## src/rtl/mdnp_pkg.sv

```systemverilog
// shared types, constants and helper functions for the mouse nibble port
// no dependencies; used by the interfaces, controller, datapath and top level
package mdnp_pkg;

   // field widths
   localparam int unsigned TIMEOUT_W         = 10;
   localparam int unsigned TIME_BITS_DEFAULT = 10;
   localparam int unsigned ACC_W             = 8;
   localparam int unsigned DIV_W             = 4;

   // reset and range constants
   localparam logic [TIMEOUT_W-1:0] TIMEOUT_RESET = 10'd300;
   localparam logic [DIV_W-1:0]     DIV_LOW       = 4'd2;
   localparam logic [DIV_W-1:0]     DIV_HIGH      = 4'd8;
   localparam logic [DIV_W-1:0]     DIV_STEP      = 4'd2;
   localparam logic signed [ACC_W:0] ACC_MIN      = -9'sd128;
   localparam logic signed [ACC_W:0] ACC_MAX      = 9'sd127;
   // reciprocal of three over 2^9, exact for values below 256
   localparam logic [7:0]           RECIP_3       = 8'd171;

   typedef enum logic [1:0] {
      CMD_REPORT = 2'd0,
      CMD_STROBE = 2'd1,
      CMD_TICK   = 2'd2,
      CMD_NONE   = 2'd3
   } cmd_type;

   typedef enum logic [1:0] {
      PHASE_X_HI = 2'd0,
      PHASE_X_LO = 2'd1,
      PHASE_Y_HI = 2'd2,
      PHASE_Y_LO = 2'd3
   } phase_type;

   typedef struct packed {
      cmd_type           command;
      logic [2:0]        buttons;
      logic signed [7:0] delta_x;
      logic signed [7:0] delta_y;
      logic              edge_rising;
   } req_item_type;

   typedef struct packed {
      logic [3:0] data_lines;
      logic       left_pulled_low;
      logic       right_pulled_low;
      logic [1:0] nibble_phase;
   } rsp_item_type;

   // controller to datapath
   typedef struct packed {
      logic capture;
      logic step_div;
      logic step_quot;
      logic step_apply;
      logic load_out;
   } ctrl_cmd_type;

   // datapath to controller
   typedef struct packed {
      logic req_is_report;
      logic out_busy;
   } dp_status_type;

   // magnitude divided by 2, 4, 6 or 8, truncated
   function automatic logic [6:0] div_mag(input logic [7:0] mag, input logic [DIV_W-1:0] dv);
      logic [15:0] prod;
      logic [6:0]  q;
      prod = 16'(mag[7:1]) * 16'(RECIP_3);
      unique case (dv)
         4'd4:    q = 7'(mag >> 2);
         4'd6:    q = 7'(prod >> 9);
         4'd8:    q = 7'(mag >> 3);
         default: q = 7'(mag >> 1);
      endcase
      return q;
   endfunction

   // nibble of the latched pair for a phase
   function automatic logic [3:0] nibble_for(input logic [1:0] ph,
                                             input logic [7:0] xb,
                                             input logic [7:0] yb);
      logic [3:0] n;
      unique case (phase_type'(ph))
         PHASE_X_HI: n = xb[7:4];
         PHASE_X_LO: n = xb[3:0];
         PHASE_Y_HI: n = yb[7:4];
         PHASE_Y_LO: n = yb[3:0];
         default:    n = yb[3:0];
      endcase
      return n;
   endfunction

endpackage

```

## src/rtl/mdnp_if.sv

```systemverilog
// valid/ready channel interfaces for requests, responses and the csr write
// depends on mdnp_pkg
interface mdnp_req_if import mdnp_pkg::*; ();
   logic              valid;
   logic              ready;
   logic [1:0]        command;
   logic [2:0]        buttons;
   logic signed [7:0] delta_x;
   logic signed [7:0] delta_y;
   logic              edge_rising;

   modport source (output valid, command, buttons, delta_x, delta_y, edge_rising,
                   input ready);
   modport sink   (input valid, command, buttons, delta_x, delta_y, edge_rising,
                   output ready);
endinterface

interface mdnp_rsp_if import mdnp_pkg::*; ();
   logic       valid;
   logic       ready;
   logic [3:0] data_lines;
   logic       left_pulled_low;
   logic       right_pulled_low;
   logic [1:0] nibble_phase;

   modport source (output valid, data_lines, left_pulled_low, right_pulled_low,
                   nibble_phase, input ready);
   modport sink   (input valid, data_lines, left_pulled_low, right_pulled_low,
                   nibble_phase, output ready);
endinterface

interface mdnp_csr_if import mdnp_pkg::*; ();
   logic                 valid;
   logic                 ready;
   logic [TIMEOUT_W-1:0] data;

   modport source (output valid, data, input ready);
   modport sink   (input valid, data, output ready);
endinterface

```

## src/rtl/mdnp_ctrl.sv

```systemverilog
// sequencing state machine: accepts one request, steps the datapath, emits a response
// depends on mdnp_pkg
module mdnp_ctrl import mdnp_pkg::*; (
   input  logic          clock,
   input  logic          reset,
   input  logic          req_valid,
   output logic          req_ready,
   input  dp_status_type status,
   output ctrl_cmd_type  cmd
);

   typedef enum logic [2:0] {
      ST_IDLE,
      ST_DIV,
      ST_QUOT,
      ST_APPLY,
      ST_EMIT
   } state_type;

   state_type state_ff, state_in;
   logic      accept;

   assign req_ready = (state_ff == ST_IDLE);
   assign accept    = req_valid & req_ready;

   // next state
   always_comb begin
      state_in = state_ff;
      unique case (state_ff)
         ST_IDLE: begin
            if (accept) begin
               state_in = status.req_is_report ? ST_DIV : ST_APPLY;
            end
         end
         ST_DIV:   state_in = ST_QUOT;
         ST_QUOT:  state_in = ST_APPLY;
         ST_APPLY: state_in = ST_EMIT;
         ST_EMIT: begin
            if (!status.out_busy) begin
               state_in = ST_IDLE;
            end
         end
         default:  state_in = ST_IDLE;
      endcase
   end

   // datapath commands decoded from state
   always_comb begin
      cmd            = '0;
      cmd.capture    = accept;
      cmd.step_div   = (state_ff == ST_DIV);
      cmd.step_quot  = (state_ff == ST_QUOT);
      cmd.step_apply = (state_ff == ST_APPLY);
      cmd.load_out   = (state_ff == ST_EMIT) && !status.out_busy;
   end

   // state register
   always_ff @(posedge clock) begin
      if (reset) begin
         state_ff <= ST_IDLE;
      end else begin
         state_ff <= state_in;
      end
   end

endmodule

```

## src/rtl/mdnp_dp.sv

```systemverilog
// datapath: accumulators, divisor, strobe phase, timeout counter and output register
// depends on mdnp_pkg
module mdnp_dp import mdnp_pkg::*; #(
   parameter int unsigned TIME_BITS = TIME_BITS_DEFAULT
) (
   input  logic                 clock,
   input  logic                 reset,
   input  ctrl_cmd_type         cmd,
   output dp_status_type        status,
   input  req_item_type         req_item,
   input  logic                 csr_write,
   input  logic [TIMEOUT_W-1:0] csr_data,
   output logic                 rsp_valid,
   input  logic                 rsp_ready,
   output rsp_item_type         rsp_item
);

   localparam int unsigned CMP_W = (TIME_BITS > TIMEOUT_W) ? TIME_BITS : TIMEOUT_W;
   localparam logic [TIME_BITS-1:0] TIME_MAX = {TIME_BITS{1'b1}};

   // captured request
   req_item_type req_ff;

   // architectural state
   logic [TIMEOUT_W-1:0]    timeout_ff;
   logic signed [ACC_W-1:0] accum_x_ff, accum_y_ff;
   logic [ACC_W-1:0]        latched_x_ff, latched_y_ff;
   logic [1:0]              phase_ff;
   logic [TIME_BITS-1:0]    since_ff;
   logic                    middle_ff;
   logic [DIV_W-1:0]        divisor_ff;
   logic [3:0]              lines_ff;
   logic [1:0]              drive_ff;

   // signed quotients, already negated for the accumulator
   logic signed [ACC_W-1:0] quot_x_ff, quot_y_ff;

   // output register
   logic         rsp_valid_ff;
   rsp_item_type rsp_item_ff;

   // combinational helpers
   logic [7:0]              mag_x, mag_y;
   logic [6:0]              q_x, q_y;
   logic signed [ACC_W:0]   sum_x, sum_y;
   logic signed [ACC_W-1:0] sat_x, sat_y;
   logic [1:0]              phase_next;
   logic                    timed_out;
   logic [ACC_W-1:0]        lat_x_next, lat_y_next;

   assign status.req_is_report = (req_item.command == CMD_REPORT);
   assign status.out_busy      = rsp_valid_ff & ~rsp_ready;

   // magnitude and quotient of each delta
   always_comb begin
      mag_x = req_ff.delta_x[7] ? 8'(-req_ff.delta_x) : 8'(req_ff.delta_x);
      mag_y = req_ff.delta_y[7] ? 8'(-req_ff.delta_y) : 8'(req_ff.delta_y);
      q_x   = div_mag(mag_x, divisor_ff);
      q_y   = div_mag(mag_y, divisor_ff);
   end

   // accumulate and saturate
   always_comb begin
      sum_x = (ACC_W+1)'(accum_x_ff) + (ACC_W+1)'(quot_x_ff);
      sum_y = (ACC_W+1)'(accum_y_ff) + (ACC_W+1)'(quot_y_ff);
      if (sum_x < ACC_MIN) begin
         sat_x = ACC_W'(ACC_MIN);
      end else if (sum_x > ACC_MAX) begin
         sat_x = ACC_W'(ACC_MAX);
      end else begin
         sat_x = sum_x[ACC_W-1:0];
      end
      if (sum_y < ACC_MIN) begin
         sat_y = ACC_W'(ACC_MIN);
      end else if (sum_y > ACC_MAX) begin
         sat_y = ACC_W'(ACC_MAX);
      end else begin
         sat_y = sum_y[ACC_W-1:0];
      end
   end

   // strobe phase step and latch
   always_comb begin
      timed_out  = CMP_W'(since_ff) > CMP_W'(timeout_ff);
      phase_next = (req_ff.edge_rising && timed_out) ? 2'd0 : phase_ff + 2'd1;
      lat_x_next = (phase_next == 2'd0) ? accum_x_ff : latched_x_ff;
      lat_y_next = (phase_next == 2'd0) ? accum_y_ff : latched_y_ff;
   end

   // request capture
   always_ff @(posedge clock) begin
      if (cmd.capture) begin
         req_ff <= req_item;
      end
   end

   // timeout register
   always_ff @(posedge clock) begin
      if (reset) begin
         timeout_ff <= TIMEOUT_RESET;
      end else if (csr_write) begin
         timeout_ff <= csr_data;
      end
   end

   // divisor, middle button and button lines
   always_ff @(posedge clock) begin
      if (reset) begin
         divisor_ff <= DIV_LOW;
         middle_ff  <= 1'b0;
         drive_ff   <= 2'b00;
      end else if (cmd.step_div) begin
         if (!middle_ff && req_ff.buttons[2]) begin
            divisor_ff <= (divisor_ff >= DIV_HIGH) ? DIV_LOW : divisor_ff + DIV_STEP;
         end
         middle_ff <= req_ff.buttons[2];
         drive_ff  <= req_ff.buttons[1:0];
      end
   end

   // quotient registers
   always_ff @(posedge clock) begin
      if (cmd.step_quot) begin
         quot_x_ff <= req_ff.delta_x[7] ? ACC_W'(q_x) : -ACC_W'(q_x);
         quot_y_ff <= req_ff.delta_y[7] ? ACC_W'(q_y) : -ACC_W'(q_y);
      end
   end

   // command execution
   always_ff @(posedge clock) begin
      if (reset) begin
         accum_x_ff   <= '0;
         accum_y_ff   <= '0;
         latched_x_ff <= '0;
         latched_y_ff <= '0;
         phase_ff     <= 2'd0;
         since_ff     <= TIME_MAX;
         lines_ff     <= 4'hF;
      end else if (cmd.step_apply) begin
         unique case (req_ff.command)
            CMD_REPORT: begin
               accum_x_ff <= sat_x;
               accum_y_ff <= sat_y;
            end
            CMD_STROBE: begin
               phase_ff     <= phase_next;
               since_ff     <= '0;
               latched_x_ff <= lat_x_next;
               latched_y_ff <= lat_y_next;
               lines_ff     <= nibble_for(phase_next, lat_x_next, lat_y_next);
               if (phase_next == 2'd0) begin
                  accum_x_ff <= '0;
                  accum_y_ff <= '0;
               end
            end
            CMD_TICK: begin
               if (since_ff != TIME_MAX) begin
                  since_ff <= since_ff + 1'b1;
               end
            end
            CMD_NONE: begin
            end
            default: begin
            end
         endcase
      end
   end

   // output register
   always_ff @(posedge clock) begin
      if (reset) begin
         rsp_valid_ff <= 1'b0;
      end else if (cmd.load_out) begin
         rsp_valid_ff <= 1'b1;
      end else if (rsp_ready) begin
         rsp_valid_ff <= 1'b0;
      end
   end

   always_ff @(posedge clock) begin
      if (cmd.load_out) begin
         rsp_item_ff.data_lines       <= lines_ff;
         rsp_item_ff.left_pulled_low  <= drive_ff[0];
         rsp_item_ff.right_pulled_low <= drive_ff[1];
         rsp_item_ff.nibble_phase     <= phase_ff;
      end
   end

   assign rsp_valid = rsp_valid_ff;
   assign rsp_item  = rsp_item_ff;

endmodule

```

## src/rtl/mouse_delta_to_nibble_port.sv

```systemverilog
// top level of the mouse report to strobed nibble port adapter
// depends on mdnp_pkg, mdnp_if, mdnp_ctrl and mdnp_dp
//
// Takes mouse reports, strobe edges and microsecond ticks on req_chan, one
// response per item on rsp_chan. One item is in work at a time. A report is
// loaded into the output register after its transfer through the steps
// divisor step, quotient, accumulate and output load; a strobe edge, tick or
// unused command goes through the apply and output load steps only. The
// response sits in an output register, so the next item is accepted as soon
// as the previous one is loaded even if rsp_chan is stalled; a second result
// waits in the final step until the register frees. Divide by six uses a
// reciprocal multiply. csr_chan writes the strobe timeout in microseconds and
// is always ready; write it only while the block is idle.
module mouse_delta_to_nibble_port import mdnp_pkg::*; #(
   parameter int unsigned TIME_BITS = TIME_BITS_DEFAULT
) (
   input logic        clock,
   input logic        reset,
   mdnp_req_if.sink   req_chan,
   mdnp_rsp_if.source rsp_chan,
   mdnp_csr_if.sink   csr_chan
);

   ctrl_cmd_type  cmd;
   dp_status_type status;
   req_item_type  req_item;
   rsp_item_type  rsp_item;
   logic          req_ready;
   logic          rsp_valid;

   // request payload
   always_comb begin
      req_item.command     = cmd_type'(req_chan.command);
      req_item.buttons     = req_chan.buttons;
      req_item.delta_x     = req_chan.delta_x;
      req_item.delta_y     = req_chan.delta_y;
      req_item.edge_rising = req_chan.edge_rising;
   end

   assign req_chan.ready = req_ready;
   assign csr_chan.ready = 1'b1;

   mdnp_ctrl u_ctrl (
      .clock     (clock),
      .reset     (reset),
      .req_valid (req_chan.valid),
      .req_ready (req_ready),
      .status    (status),
      .cmd       (cmd)
   );

   mdnp_dp #(
      .TIME_BITS (TIME_BITS)
   ) u_dp (
      .clock     (clock),
      .reset     (reset),
      .cmd       (cmd),
      .status    (status),
      .req_item  (req_item),
      .csr_write (csr_chan.valid),
      .csr_data  (csr_chan.data),
      .rsp_valid (rsp_valid),
      .rsp_ready (rsp_chan.ready),
      .rsp_item  (rsp_item)
   );

   // response ports
   assign rsp_chan.valid            = rsp_valid;
   assign rsp_chan.data_lines       = rsp_item.data_lines;
   assign rsp_chan.left_pulled_low  = rsp_item.left_pulled_low;
   assign rsp_chan.right_pulled_low = rsp_item.right_pulled_low;
   assign rsp_chan.nibble_phase     = rsp_item.nibble_phase;

   // one item in work: no transfer right after an accepted one
   assert property (@(posedge clock) disable iff (reset)
      (req_chan.valid && req_ready) |=> !req_ready)
      else $error("request accepted while previous item still in work");

   // datapath steps never overlap
   assert property (@(posedge clock) disable iff (reset)
      $onehot0({cmd.step_div, cmd.step_quot, cmd.step_apply, cmd.load_out}))
      else $error("overlapping datapath steps");

   // a pending response is never overwritten
   assert property (@(posedge clock) disable iff (reset)
      cmd.load_out |-> !status.out_busy)
      else $error("output register loaded while response pending");

   // a loaded response is offered in the next cycle
   assert property (@(posedge clock) disable iff (reset)
      cmd.load_out |=> rsp_valid)
      else $error("loaded response not offered");

endmodule
```

## src/flat_wrapper.sv

```systemverilog
// flat-port wrapper written by rule: the top's interface ports become plain ports
module mouse_delta_to_nibble_port_flat import mdnp_pkg::*;
#(
   parameter int unsigned TIME_BITS = TIME_BITS_DEFAULT
)
  (clock, reset, req_chan_valid, req_chan_command, req_chan_buttons, req_chan_delta_x, req_chan_delta_y, req_chan_edge_rising, req_chan_ready, rsp_chan_valid, rsp_chan_data_lines, rsp_chan_left_pulled_low, rsp_chan_right_pulled_low, rsp_chan_nibble_phase, rsp_chan_ready, csr_chan_valid, csr_chan_data, csr_chan_ready);
  mdnp_req_if req_chan_i ();
  mdnp_rsp_if rsp_chan_i ();
  mdnp_csr_if csr_chan_i ();
  input logic clock;
  input logic reset;
  input wire logic [$bits(req_chan_i.valid)-1:0] req_chan_valid;
  input wire logic [$bits(req_chan_i.command)-1:0] req_chan_command;
  input wire logic [$bits(req_chan_i.buttons)-1:0] req_chan_buttons;
  input wire logic [$bits(req_chan_i.delta_x)-1:0] req_chan_delta_x;
  input wire logic [$bits(req_chan_i.delta_y)-1:0] req_chan_delta_y;
  input wire logic [$bits(req_chan_i.edge_rising)-1:0] req_chan_edge_rising;
  output wire logic [$bits(req_chan_i.ready)-1:0] req_chan_ready;
  output wire logic [$bits(rsp_chan_i.valid)-1:0] rsp_chan_valid;
  output wire logic [$bits(rsp_chan_i.data_lines)-1:0] rsp_chan_data_lines;
  output wire logic [$bits(rsp_chan_i.left_pulled_low)-1:0] rsp_chan_left_pulled_low;
  output wire logic [$bits(rsp_chan_i.right_pulled_low)-1:0] rsp_chan_right_pulled_low;
  output wire logic [$bits(rsp_chan_i.nibble_phase)-1:0] rsp_chan_nibble_phase;
  input wire logic [$bits(rsp_chan_i.ready)-1:0] rsp_chan_ready;
  input wire logic [$bits(csr_chan_i.valid)-1:0] csr_chan_valid;
  input wire logic [$bits(csr_chan_i.data)-1:0] csr_chan_data;
  output wire logic [$bits(csr_chan_i.ready)-1:0] csr_chan_ready;
  assign req_chan_i.valid = req_chan_valid;
  assign req_chan_i.command = req_chan_command;
  assign req_chan_i.buttons = req_chan_buttons;
  assign req_chan_i.delta_x = req_chan_delta_x;
  assign req_chan_i.delta_y = req_chan_delta_y;
  assign req_chan_i.edge_rising = req_chan_edge_rising;
  assign req_chan_ready = req_chan_i.ready;
  assign rsp_chan_valid = rsp_chan_i.valid;
  assign rsp_chan_data_lines = rsp_chan_i.data_lines;
  assign rsp_chan_left_pulled_low = rsp_chan_i.left_pulled_low;
  assign rsp_chan_right_pulled_low = rsp_chan_i.right_pulled_low;
  assign rsp_chan_nibble_phase = rsp_chan_i.nibble_phase;
  assign rsp_chan_i.ready = rsp_chan_ready;
  assign csr_chan_i.valid = csr_chan_valid;
  assign csr_chan_i.data = csr_chan_data;
  assign csr_chan_ready = csr_chan_i.ready;
  mouse_delta_to_nibble_port #(.TIME_BITS(TIME_BITS)) u_core (.clock(clock), .reset(reset), .req_chan(req_chan_i), .rsp_chan(rsp_chan_i), .csr_chan(csr_chan_i));
endmodule
```

## config.mk

```make
export PLATFORM = sky130hd
export DESIGN_NAME = mouse_delta_to_nibble_port_flat
export DESIGN_NICKNAME = d
export VERILOG_FILES = /design/src/rtl/mdnp_pkg.sv /design/src/rtl/mdnp_if.sv /design/src/rtl/mdnp_ctrl.sv /design/src/rtl/mdnp_dp.sv /design/src/rtl/mouse_delta_to_nibble_port.sv /design/src/flat_wrapper.sv
export SDC_FILE = /design/constraint.sdc
export NUM_CORES = 1
export LEC_CHECK = 0
export BUFFER_PORTS_ARGS = -buffer_cell sky130_fd_sc_hd__buf_2
export CORE_ASPECT_RATIO = 0.7
export CORE_MARGIN = 1.5
export CORE_UTILIZATION = 45
export CTS_CLUSTER_DIAMETER = 150
export DETAILED_ROUTE_END_ITERATION = 10
export PLACE_DENSITY = 0.63
export SYNTH_ARGS = -nofsm -noshare
export SYNTH_HDL_FRONTEND = slang
export SYNTH_HIERARCHICAL = 1
export SYNTH_SLANG_ARGS = --single-unit
```

## constraint.sdc

```tcl
create_clock -name clock -period 12.27 [get_ports clock]
set_clock_uncertainty 0.05 [all_clocks]
set_input_delay 2.454 -clock clock [delete_from_list [all_inputs] [get_ports clock]]
set_output_delay 2.454 -clock clock [all_outputs]
set_load 0.02 [all_outputs]
```

* Yosys cells after proc, flatten, opt, wreduce, memory -nomap -nowiden
Index checks and enable logic that the tools add are counted.
W data, S select, Z words.
** Word-level totals
- Register bits after elaboration :: 115
- Input port bits :: 37
- Logic and storage cells :: 106
** Cells by class
- Add/sub/neg operators :: 9
- Multiply operators :: 2
- $lt $le $gt $ge :: 6
- Eq/ne operators :: 17
- Muxes and demuxes :: 26
- Bitwise logic cells :: 3
- Reduce and logical (&&, ||, !) cells :: 17
** Operators with widths (count)
- $mux W8 :: 9
- $pmux W7 S3 :: 2
- $pmux W8 S2 :: 2
- $mul A7 B8 Y15 const B :: 2
- $pmux W10 S2 :: 1
- $add A8 B8 Y9 :: 2
- $gt A9 B8 Y1 const B :: 2
- $lt A9 B8 Y1 const B :: 2
- $neg A7 Y8 :: 2
- $neg A8 Y8 :: 2
- $pmux W4 S4 :: 1
- $pmux W3 S5 :: 1
- $mux W7 :: 2
- $add A10 B1 Y10 const B :: 1
- $gt A10 B10 Y1 :: 1
- $mux W10 :: 1
- $ne A10 B10 Y1 const B :: 1
- $eq A4 B3 Y1 const B :: 2
- $eq A2 B2 Y1 const B :: 3
- $eq A3 B2 Y1 const B :: 2
- $logic_not A2 Y1 :: 3
- $mux W3 :: 2
- $ne A2 B2 Y1 const B :: 3
- $reduce_and A2 Y1 :: 3
- 18 further kinds :: 28

* Longest topological paths before layout
Gate-level depths: netlist (run 1).
- Word-level depth :: 6
- Gate-level depth with buffers :: 24
- Gate-level depth less buffers :: 24

* By module
The synthesis (run 1) kept the hierarchy.
** By module, submodules not included
- mdnp_dp :: instances 1, cells each 798, area each 7566.0 µm²
- mdnp_ctrl :: instances 1, cells each 25, area each 207.7 µm²
- mouse_delta_to_nibble_port :: instances 1, cells each 2, area each 11.3 µm²

* Least setup slack after synthesis (run 1)
Ideal clock, no wire load.
- Path kind :: register to register
- Start :: reg u_core/u_dp/req_ff[3] (netlist name)
- End :: reg u_core.u_dp.quot_y_ff[5] (data pin)
- Arrival time :: 5328 ps
- Data required time :: 11962 ps
- Setup slack :: 6634 ps
- Stages on the path, launching flop included :: 19
- Path buffers :: 0
- Path through :: edfxtp_1 -> or3_1 -> nor4_1 -> ha_1 -> inv_1 -> fa_1 -> fa_1 -> fa_1 -> inv_1 -> ha_1 -> a211oi_1 -> nand2_1 -> a311o_1 -> a41o_1 -> a2111o_1 -> nand3_2 -> nor2_2 -> a41oi_2 -> xnor2_1
** Between the ends
- Longest elaborated chain between the ends :: 6
** RTL lines
- from (decl) :: RTL line mdnp_dp.sv:22 : req_item_type req_ff;
- from (signal assigned) :: RTL line mdnp_dp.sv:93 : req_ff <= req_item;
- $neg A8 Y8 :: RTL line mdnp_dp.sv:57 : mag_y = req_ff.delta_y[7] ? 8'(-req_ff.delta_y) : 8'(req_ff.delta_y);
- $mux W8 * :: RTL line mdnp_dp.sv:57
- $mul A7 B8 Y15 :: RTL line mdnp_pkg.sv:69 : prod = 16'(mag[7:1]) * 16'(RECIP_3);
- $pmux W7 S3 * :: RTL line mdnp_pkg.sv:70 : unique case (dv)
- $neg A7 Y8 :: RTL line mdnp_dp.sv:125 : quot_y_ff <= req_ff.delta_y[7] ? ACC_W'(q_y) : -ACC_W'(q_y);
- $mux W7 * :: RTL line mdnp_dp.sv:125
- to (signal assigned) :: RTL line mdnp_dp.sv:125
- to (decl) :: RTL line mdnp_dp.sv:36 : logic signed [ACC_W-1:0] quot_x_ff, quot_y_ff;
Every way passes the cells marked *; elsewhere a longest branch is shown, timed or not.
A chain may end at the register's enable or synchronous reset.

* Worst setup path after layout (run 1)
- Start :: reg u_core/u_dp/req_ff[3] (netlist name)
- End :: reg u_core.u_dp.quot_y_ff[7] (data pin)
** Between the ends
- Longest elaborated chain between the ends :: 5
** RTL lines (RTL line)
- $neg A8 Y8 :: mdnp_dp.sv:57
- $mux W8 * :: mdnp_dp.sv:57
- $mul A7 B8 Y15 :: mdnp_pkg.sv:69
- $pmux W7 S3 * :: mdnp_pkg.sv:70
- $neg A7 Y8 * :: mdnp_dp.sv:125
Marked as above.

==> flow_summary.json, run 1 <==
{
  "critPathKind": "reg -> reg",
  "grt_max_degree": 34,
  "die-area_um2": 18100,
  "leakage_nw": 3.86,
  "hold_viol": 0,
  "critPathSlowestCell": "nor4_1",
  "crit_path_end_kind": "register",
  "nFillCells": 1560,
  "synth_common_cells": "ha_1, inv_1, nor2_1",
  "min_period_ps": 6180,
  "ys_seq_area_share_pct": 34.2,
  "async_reset_ff_share_pct": 0,
  "start_util_pct": 45.6,
  "hold_class": "reg -> reg",
  "first_global_vias": 5217,
  "clk_pin_slew_ps": 80,
  "slew_viol_final": 0,
  "nets": 1011,
  "cp-start-kind": "register",
  "worstPathCellList": "or3_1 -> nor4_1 -> ha_1 -> inv_1 -> fa_1 -> fa_1 -> fa_1 -> inv_1 -> ha_1 -> a211oi_1 -> nand2_1 -> a311o_1 -> a31oi_1 -> xnor2_1 -> a21oi_1 -> nor3b_1 -> and3b_1 -> a31oi_1",
  "cts.repair.resized": 0,
  "htree_levels": 3,
  "cpMostUsedCell": "fa_1",
  "routedWlPerCell_um": 14.3,
  "drt_iter0_markers": 461,
  "worst_pin_slew_ps": 1040,
  "cp.arrival_ps": 6210,
  "core_area_um2": 17100,
  "synth.most_common_cell": "ha_1",
  "avgSynthCellArea_um2": 9.44,
  "status": "finished, final reports clean",
  "cts_buffer_depth": 2,
  "synth_cells": 825,
  "overflow": 0,
  "synth_edf_count": 46,
  "antenna_found_initial": 0,
  "cts_tree": "built",
  "holdWs_ps": 386,
  "firstDrtPassIters": 4,
  "setup_violations": 0,
  "cpLargestDelayFamily": "adder cells",
  "ys_ff_latch": 110,
  "yosysTopAreaCellShare_pct": 17.7,
  "rsz0062_at_grt": "no",
  "max_cap_viol_count": 0,
  "hold_buffers": 0,
  "io_pins": 48,
  "synth.area.top_cells": "edfxtp_1, dfxtp_1, ha_1",
  "critical_path_required_ps": 12300,
  "cpPeakStageDelay_ps": 870,
  "hpwl_um": 12400,
  "r2r_cells": 18,
  "worst_hold_path.num_cells": 0,
  "vias_per_cell": 5.21,
  "syn-cell-area_um2": 7780,
  "numCtsBuffers": 9,
  "die_y_um": 113,
  "cts_setup_buffers": 0,
  "track_usage_pct": 18.0,
  "io_buffer_count": 46,
  "setup_tns_ps": 0,
  "yosysTopAreaCell": "edfxtp_1",
  "powerDensity_nw_per_um2": 148,
  "route.detailed.drc": 0,
  "grt_pass1_wl_um": 26400,
  "drive_gt1_share_pct": 9.68,
  "crit_buf_inv": 2,
  "floorplan.die.width_um": 160,
  "diodes": 0,
  "yosys_warnings": 6,
  "synth.distinct_cells": 69,
  "finalCritPeriodShare_pct": 50.4,
  "vias": 5671,
  "synth_nets": 984,
  "drt_wl_total_um": 15600,
  "path_depth": 18,
  "fmax_mhz": 162,
  "slew_headroom_pct": 30.8,
  "synth_top_flop_cell": "dfxtp_1",
  "gp_congestion": 0.869,
  "clock_sinks": 110,
  "worstPathMaxFanout": 5,
  "antenna_left": 0,
  "ir_drop_uv": 95.7,
  "clock-root-buffer": "clkbuf_16",
  "syn2layout_area_growth_pct": 8.89,
  "worstSkewPairLatency_ps": 350,
  "placementRows": 40
}
==> metal layers <==
layer | track usage (%) | share of wire [%] | vias up
li1 | - | - | 2973
met1 | 28.6 | 55 | 2585
met2 | 25.6 | 40 | 103
met3 | 2.97 | 3.6 | 10
met4 | 3.18 | 0.80 | 0
met5 | 0 | 0 | -
==> stage by stage <==
step	cells	util [%]	power, mW	setup slack, ps	area, um^2
after floorplan	825	-	0.843	6630	7780
after global placement	1072	47.9	0.955	6180	8170
after detailed placement	1072	47.9	0.958	6110	8170
after CTS	1088	49.7	1.26	6090	8480
after global routing	1088	49.7	1.36	5660	8480
final	1088	49.7	1.25	6090	8480
==> path summary, 6_finish.rpt <==
check	slack, ps	from	end
worst max register to register	6090	u_core/u_dp/req_ff[3]$_DFFE_PP_	u_core/u_dp/quot_y_ff[7]$_SDFFCE_PP0P_
worst max-delay path	6090	u_core/u_dp/req_ff[3]$_DFFE_PP_	u_core/u_dp/quot_y_ff[7]$_SDFFCE_PP0P_
worst min-delay path	390	u_core/u_dp/lines_ff[0]$_SDFFE_PP1P_	u_core/u_dp/rsp_item[4]$_DFFE_PP_
worst min register to register	390	u_core/u_dp/lines_ff[0]$_SDFFE_PP1P_	u_core/u_dp/rsp_item[4]$_DFFE_PP_
==> cell usage in the layout, fill, tap and decap left out, drive strengths merged, types with 16 or more instances in the layout <==
cell type	synthesis	final
xnor2	24	24
inv	90	95
nor2	85	85
buf	10	48
ha	102	102
a21oi	46	46
nand2	40	40
fa	20	20
mux2i	29	29
edfxtp	46	46
dfxtp	64	64
o21ai	45	45
nor3	16	16
xor2	20	20
==> worst reg2reg max path: cells and delay by family, from the launching register on <==
family | cells | cell delay (ps)
compound gates | 5 | 1260
xor+xnor | 1 | 90
fa+ha+maj | 5 | 2060
buf+inv | 2 | 130
flops | 1 | 470
simple gates | 5 | 1860
==> cell type report <==
class / count / area (um^2) / share of cell area (%)
multi-input cells: 593 / 4640 / 54.7
flip-flops and latches: 110 / 2660 / 31.4
inverters: 90 / 338 / 3.99
well taps: 231 / 289 / 3.41
repair buffers: 48 / 245 / 2.89
clock buffers: 9 / 225 / 2.66
clock inverters: 7 / 81.3 / 0.959
==> state kept, by name, indices dropped and copies added (netlist names) <==
signal,cells
u_core/u_dp/quot_x_ff,8
u_core/u_dp/latched_x_ff,4
u_core/u_dp/drive_ff,2
u_core/u_dp/rsp_item,8
u_core/u_dp/lines_ff,4
u_core/u_dp/middle_ff,1
u_core/u_dp/phase_ff,2
u_core/u_dp/quot_y_ff,8
u_core/u_ctrl/state_ff,3
u_core/u_dp/timeout_ff,10
u_core/u_dp/accum_y_ff,8
u_core/u_dp/divisor_ff,3
u_core/u_dp/accum_x_ff,8
u_core/u_dp/rsp_valid,1
u_core/u_dp/latched_y_ff,8
u_core/u_dp/req_ff,22
u_core/u_dp/since_ff,10
==> power by group <==
part	total (mW)	switching, mW	internal (mW)
Clock	0.297	0.150	0.147
Combinational	0.533	0.307	0.225
Sequential	0.425	0.0175	0.407
Total	1.25	0.475	0.780
==> logic make-up after synthesis <==
kind of cell | count (synthesis) | synth area share, %
compound gates | 183 | 15.6
buf+inv | 122 | 6.32
other cells | 1 | 0.0482
xor+xnor | 44 | 5.14
fa+ha+maj | 122 | 21.5
mux | 31 | 4.02
simple gates | 212 | 13.1
flops | 110 | 34.2
(Power assumes the default switching activity.)
==> run 2: changes to the inputs <==
Settings changed: ABC_AREA set to 1, PLACE_DENSITY 0.63 to 0.65.
Clock period 12.27 ns to 5.03 ns, I/O delays scaled along.
==> run 2 against run 1 <==
Compared with the run above: maximum frequency increased by 29%; worst hold slack got worse by 7.0 ps; sequential power grew 140%; die area is 8.0% higher; utilization grew 2.9 points; register-to-register slack worse by 5900 ps; critical path depth is 8 higher; via count up 26%; total power increased to 2.9 times the previous value; sequential share of layout area down 3.5 points; highest routed layer unchanged.
==> flow_summary.json, run 2 <==
{
  "status": "finished, final reports clean",
  "worst_hold_path.num_cells": 0,
  "routedWlPerCell_um": 13.1,
  "cp-startpoint": "u_core/u_dp/req_ff[10]$_DFFE_PP_",
  "io_pins": 48,
  "syn2layout_area_growth_pct": 13.3,
  "nFillCells": 1804,
  "cp.arrival_ps": 4870,
  "gp_congestion": 0.915,
  "vias": 7173,
  "start_util_pct": 46.4,
  "antenna_left": 0,
  "min_from": "u_core/u_dp/drive_ff[1]$_SDFFE_PP0P_",
  "hold_viol": 0,
  "ys_seq_area_share_pct": 31.6,
  "drt_wl_total_um": 18500,
  "synth_top_flop_cell": "dfxtp_1",
  "yosysTopAreaCell": "edfxtp_1",
  "slew_headroom_pct": 22.8,
  "avgSynthCellArea_um2": 7.57,
  "synth.most_common_cell": "nand2_1",
  "grt_max_degree": 44,
  "max_flop_register": "u_core/u_dp/req_ff",
  "leakage_nw": 4.63,
  "crit_path_end_kind": "register",
  "io_buffer_count": 46,
  "vias_per_cell": 5.07,
  "die-area_um2": 19600,
  "synth_nets": 1271,
  "mostFrequentLayoutCell": "nand2_1",
  "placementRows": 41,
  "synth.area.top_cells": "edfxtp_1, dfxtp_1, ha_1",
  "hold_class": "reg -> reg",
  "route.detailed.drc": 0,
  "track_usage_pct": 19.4,
  "regArea_um2": 2660,
  "syn-cell-area_um2": 8420,
  "worstPathMaxFanout": 4,
  "worstSkewPairLatency_ps": 360,
  "multi_input_area_um2": 5120,
  "synth_common_cells": "nand2_1, inv_1, a21oi_1",
  "synth_edf_count": 46,
  "min_period_ps": 4800,
  "r2r_slack_ps": 230,
  "cts_buffer_depth": 2,
  "yosysTopAreaCellShare_pct": 16.4,
  "synth_cells": 1112,
  "synthSimpleGateAreaFrac_pct": 22.7,
  "worst_pin_slew_ps": 1160,
  "dp.cells": 1386,
  "clock_sinks": 110,
  "diodes": 0,
  "layout.cells.non_filler": 1415,
  "firstDrtPassIters": 7,
  "overflow": 0,
  "synth_top_family_by_area": "simple AND/OR/NAND/NOR gates",
  "yosys_warnings": 6,
  "setup_violations": 0,
  "hold_buffers": 0,
  "synthAdderAreaFrac_pct": 19.9,
  "max_cap_viol_count": 0,
  "critical_path_required_ps": 5100,
  "hpwl_um": 14300,
  "antenna_found_initial": 0,
  "htree_levels": 3,
  "cts_tree": "built",
  "largestRegisters": "u_core/u_dp/req_ff: 22 flops, u_core/u_dp/since_ff: 10 flops, u_core/u_dp/timeout_ff: 10 flops",
  "drt_iter0_markers": 536,
  "ir_drop_uv": 456,
  "die_y_um": 117,
  "synth_mux_area_share_pct": 0,
  "grt_pass1_wl_um": 31400,
  "async_reset_ff_share_pct": 0,
  "critPathKind": "reg -> reg",
  "cp-start-kind": "register",
  "floorplan.die.width_um": 167,
  "timing.rr.start": "u_core/u_dp/req_ff[10]$_DFFE_PP_",
  "power.total_mw": 3.60,
  "reg2reg_to": "u_core/u_dp/quot_x_ff[3]$_DFFE_PP_",
  "powerDensity_nw_per_um2": 378,
  "clk_pin_slew_ps": 80,
  "r2r_cells": 26,
  "mostFrequentLayoutCells": "nand2_1, inv_1, a21oi_1, ha_1, nor2_1",
  "largest_reg_flops": 22,
  "first_global_vias": 6535,
  "drive_gt1_share_pct": 13.7,
  "fmax_mhz": 208,
  "finalCritPeriodShare_pct": 95.5,
  "numCtsBuffers": 9,
  "synth_compound_area_share_pct": 13.8,
  "worstHoldEndpoint": "u_core/u_dp/rsp_item[2]$_DFFE_PP_",
  "synth.distinct_cells": 42,
  "ys_ff_latch": 110,
  "core_area_um2": 18200,
  "nets": 1333,
  "slew_viol_final": 0,
  "synth-xor-area-share_pct": 1.98,
  "clock-root-buffer": "clkbuf_16"
}
==> run 2: cell types whose count changed after synthesis, moves of 10 or more <==
| cell | before | now |
|---|---|---|
| nand2_1 | 40 | 238 |
| inv_1 | 87 | 180 |
| a21oi_1 | 46 | 103 |
| nand3_1 | 10 | 62 |
| o21ai_0 | 35 | 68 |
| mux2i_1 | 29 | 0 |
| xnor2_1 | 23 | 6 |
| o2bb2ai_1 | 15 | 0 |
| a21o_1 | 13 | 0 |
| nand2b_1 | 12 | 0 |
| nand3b_1 | 3 | 14 |
| nor3b_1 | 10 | 0 |
==> run 2: repair_timing <==
action                                  CTS  global route
endpoints found under the setup margin    0            14
setup buffers                             0            13
resized for setup                         0            45
==> run 2: cell type report <==
type                            instances  share of cell area, %
Timing Repair Buffer                   78                   4.93
Sequential cell                       110                   27.9
Clock buffer                            9                   2.36
Inverter                              184                   7.24
Multi-Input combinational cell        791                   53.7
Clock inverter                          7                  0.787
Tap cell                              236                   3.10
==> run 2: worst max path at each step <==
stage / end / depth (start not counted)
finish: u_core/u_dp/quot_x_ff[3]$_DFFE_PP_ / 26
CTS: u_core/u_dp/quot_y_ff[4]$_DFFE_PP_ / 23
global route: u_core/u_dp/quot_y_ff[4]$_DFFE_PP_ / 23
detailed placement: u_core/u_dp/quot_y_ff[4]$_DFFE_PP_ / 23
global placement: u_core/u_dp/quot_y_ff[4]$_DFFE_PP_ / 24
floorplan: u_core/u_dp/quot_y_ff[4]$_DFFE_PP_ / 23
==> run 2: worst max-delay path, stage by stage, from the launching register on <==
cell	delay (ps)
edfxtp_1	400
buf_4	160
nor2_2	100
nand4_1	120
nand3_1	120
nand2_1	80
ha_1	340
inv_1	70
fa_1	530
fa_1	440
fa_1	510
inv_1	60
ha_4	280
nand2_2	100
nor2_2	110
nand2_1	50
nand3b_1	170
nand2_1	80
nand2_1	50
nand3_1	70
nand4_1	180
a21oi_2	210
nand2_1	90
nand2_1	60
nand2_1	40
nand2_1	50
inv_1	30
==> run 2: kinds of logic after synthesis <==
logic type,after synthesis
xor+xnor,19
compound gates,209
simple gates,440
fa+ha+maj,122
other cells,1
flops,110
buf+inv,211
==> run 2: through the flow <==
step                util [%]  TNS, ps  worst slack (ps)  hold WS, ps  area, um^2
floorplan                  -        0               390          353        8420
global placement        49.3        0               155          366        8950
detailed placement      49.3        0              27.8          361        8950
CTS                     51.0        0              14.3          382        9250
global route            52.5     -293             -81.3          406        9540
finish                  52.5        0               226          379        9540
==> run 2: where the power goes <==
| group | internal (mW) | leakage [nW] | total, mW | switching (mW) |
|---|---|---|---|---|
| registers | 1.00 | 0.944 | 1.04 | 0.0361 |
| logic | 0.716 | 3.54 | 1.85 | 1.14 |
| clock network | 0.355 | 0.149 | 0.716 | 0.361 |
| total | 2.07 | 4.63 | 3.60 | 1.53 |
==> run 2: routing by layer <==
| layer | GRT usage, % | share of wire, % | vias up |
|---|---|---|---|
| met2 | 28.8 | 41 | 132 |
| met5 | 0 | 0 | - |
| met4 | 3.81 | 0.86 | 0 |
| li1 | - | - | 3810 |
| met1 | 29.5 | 55 | 3218 |
| met3 | 3.09 | 3.7 | 13 |
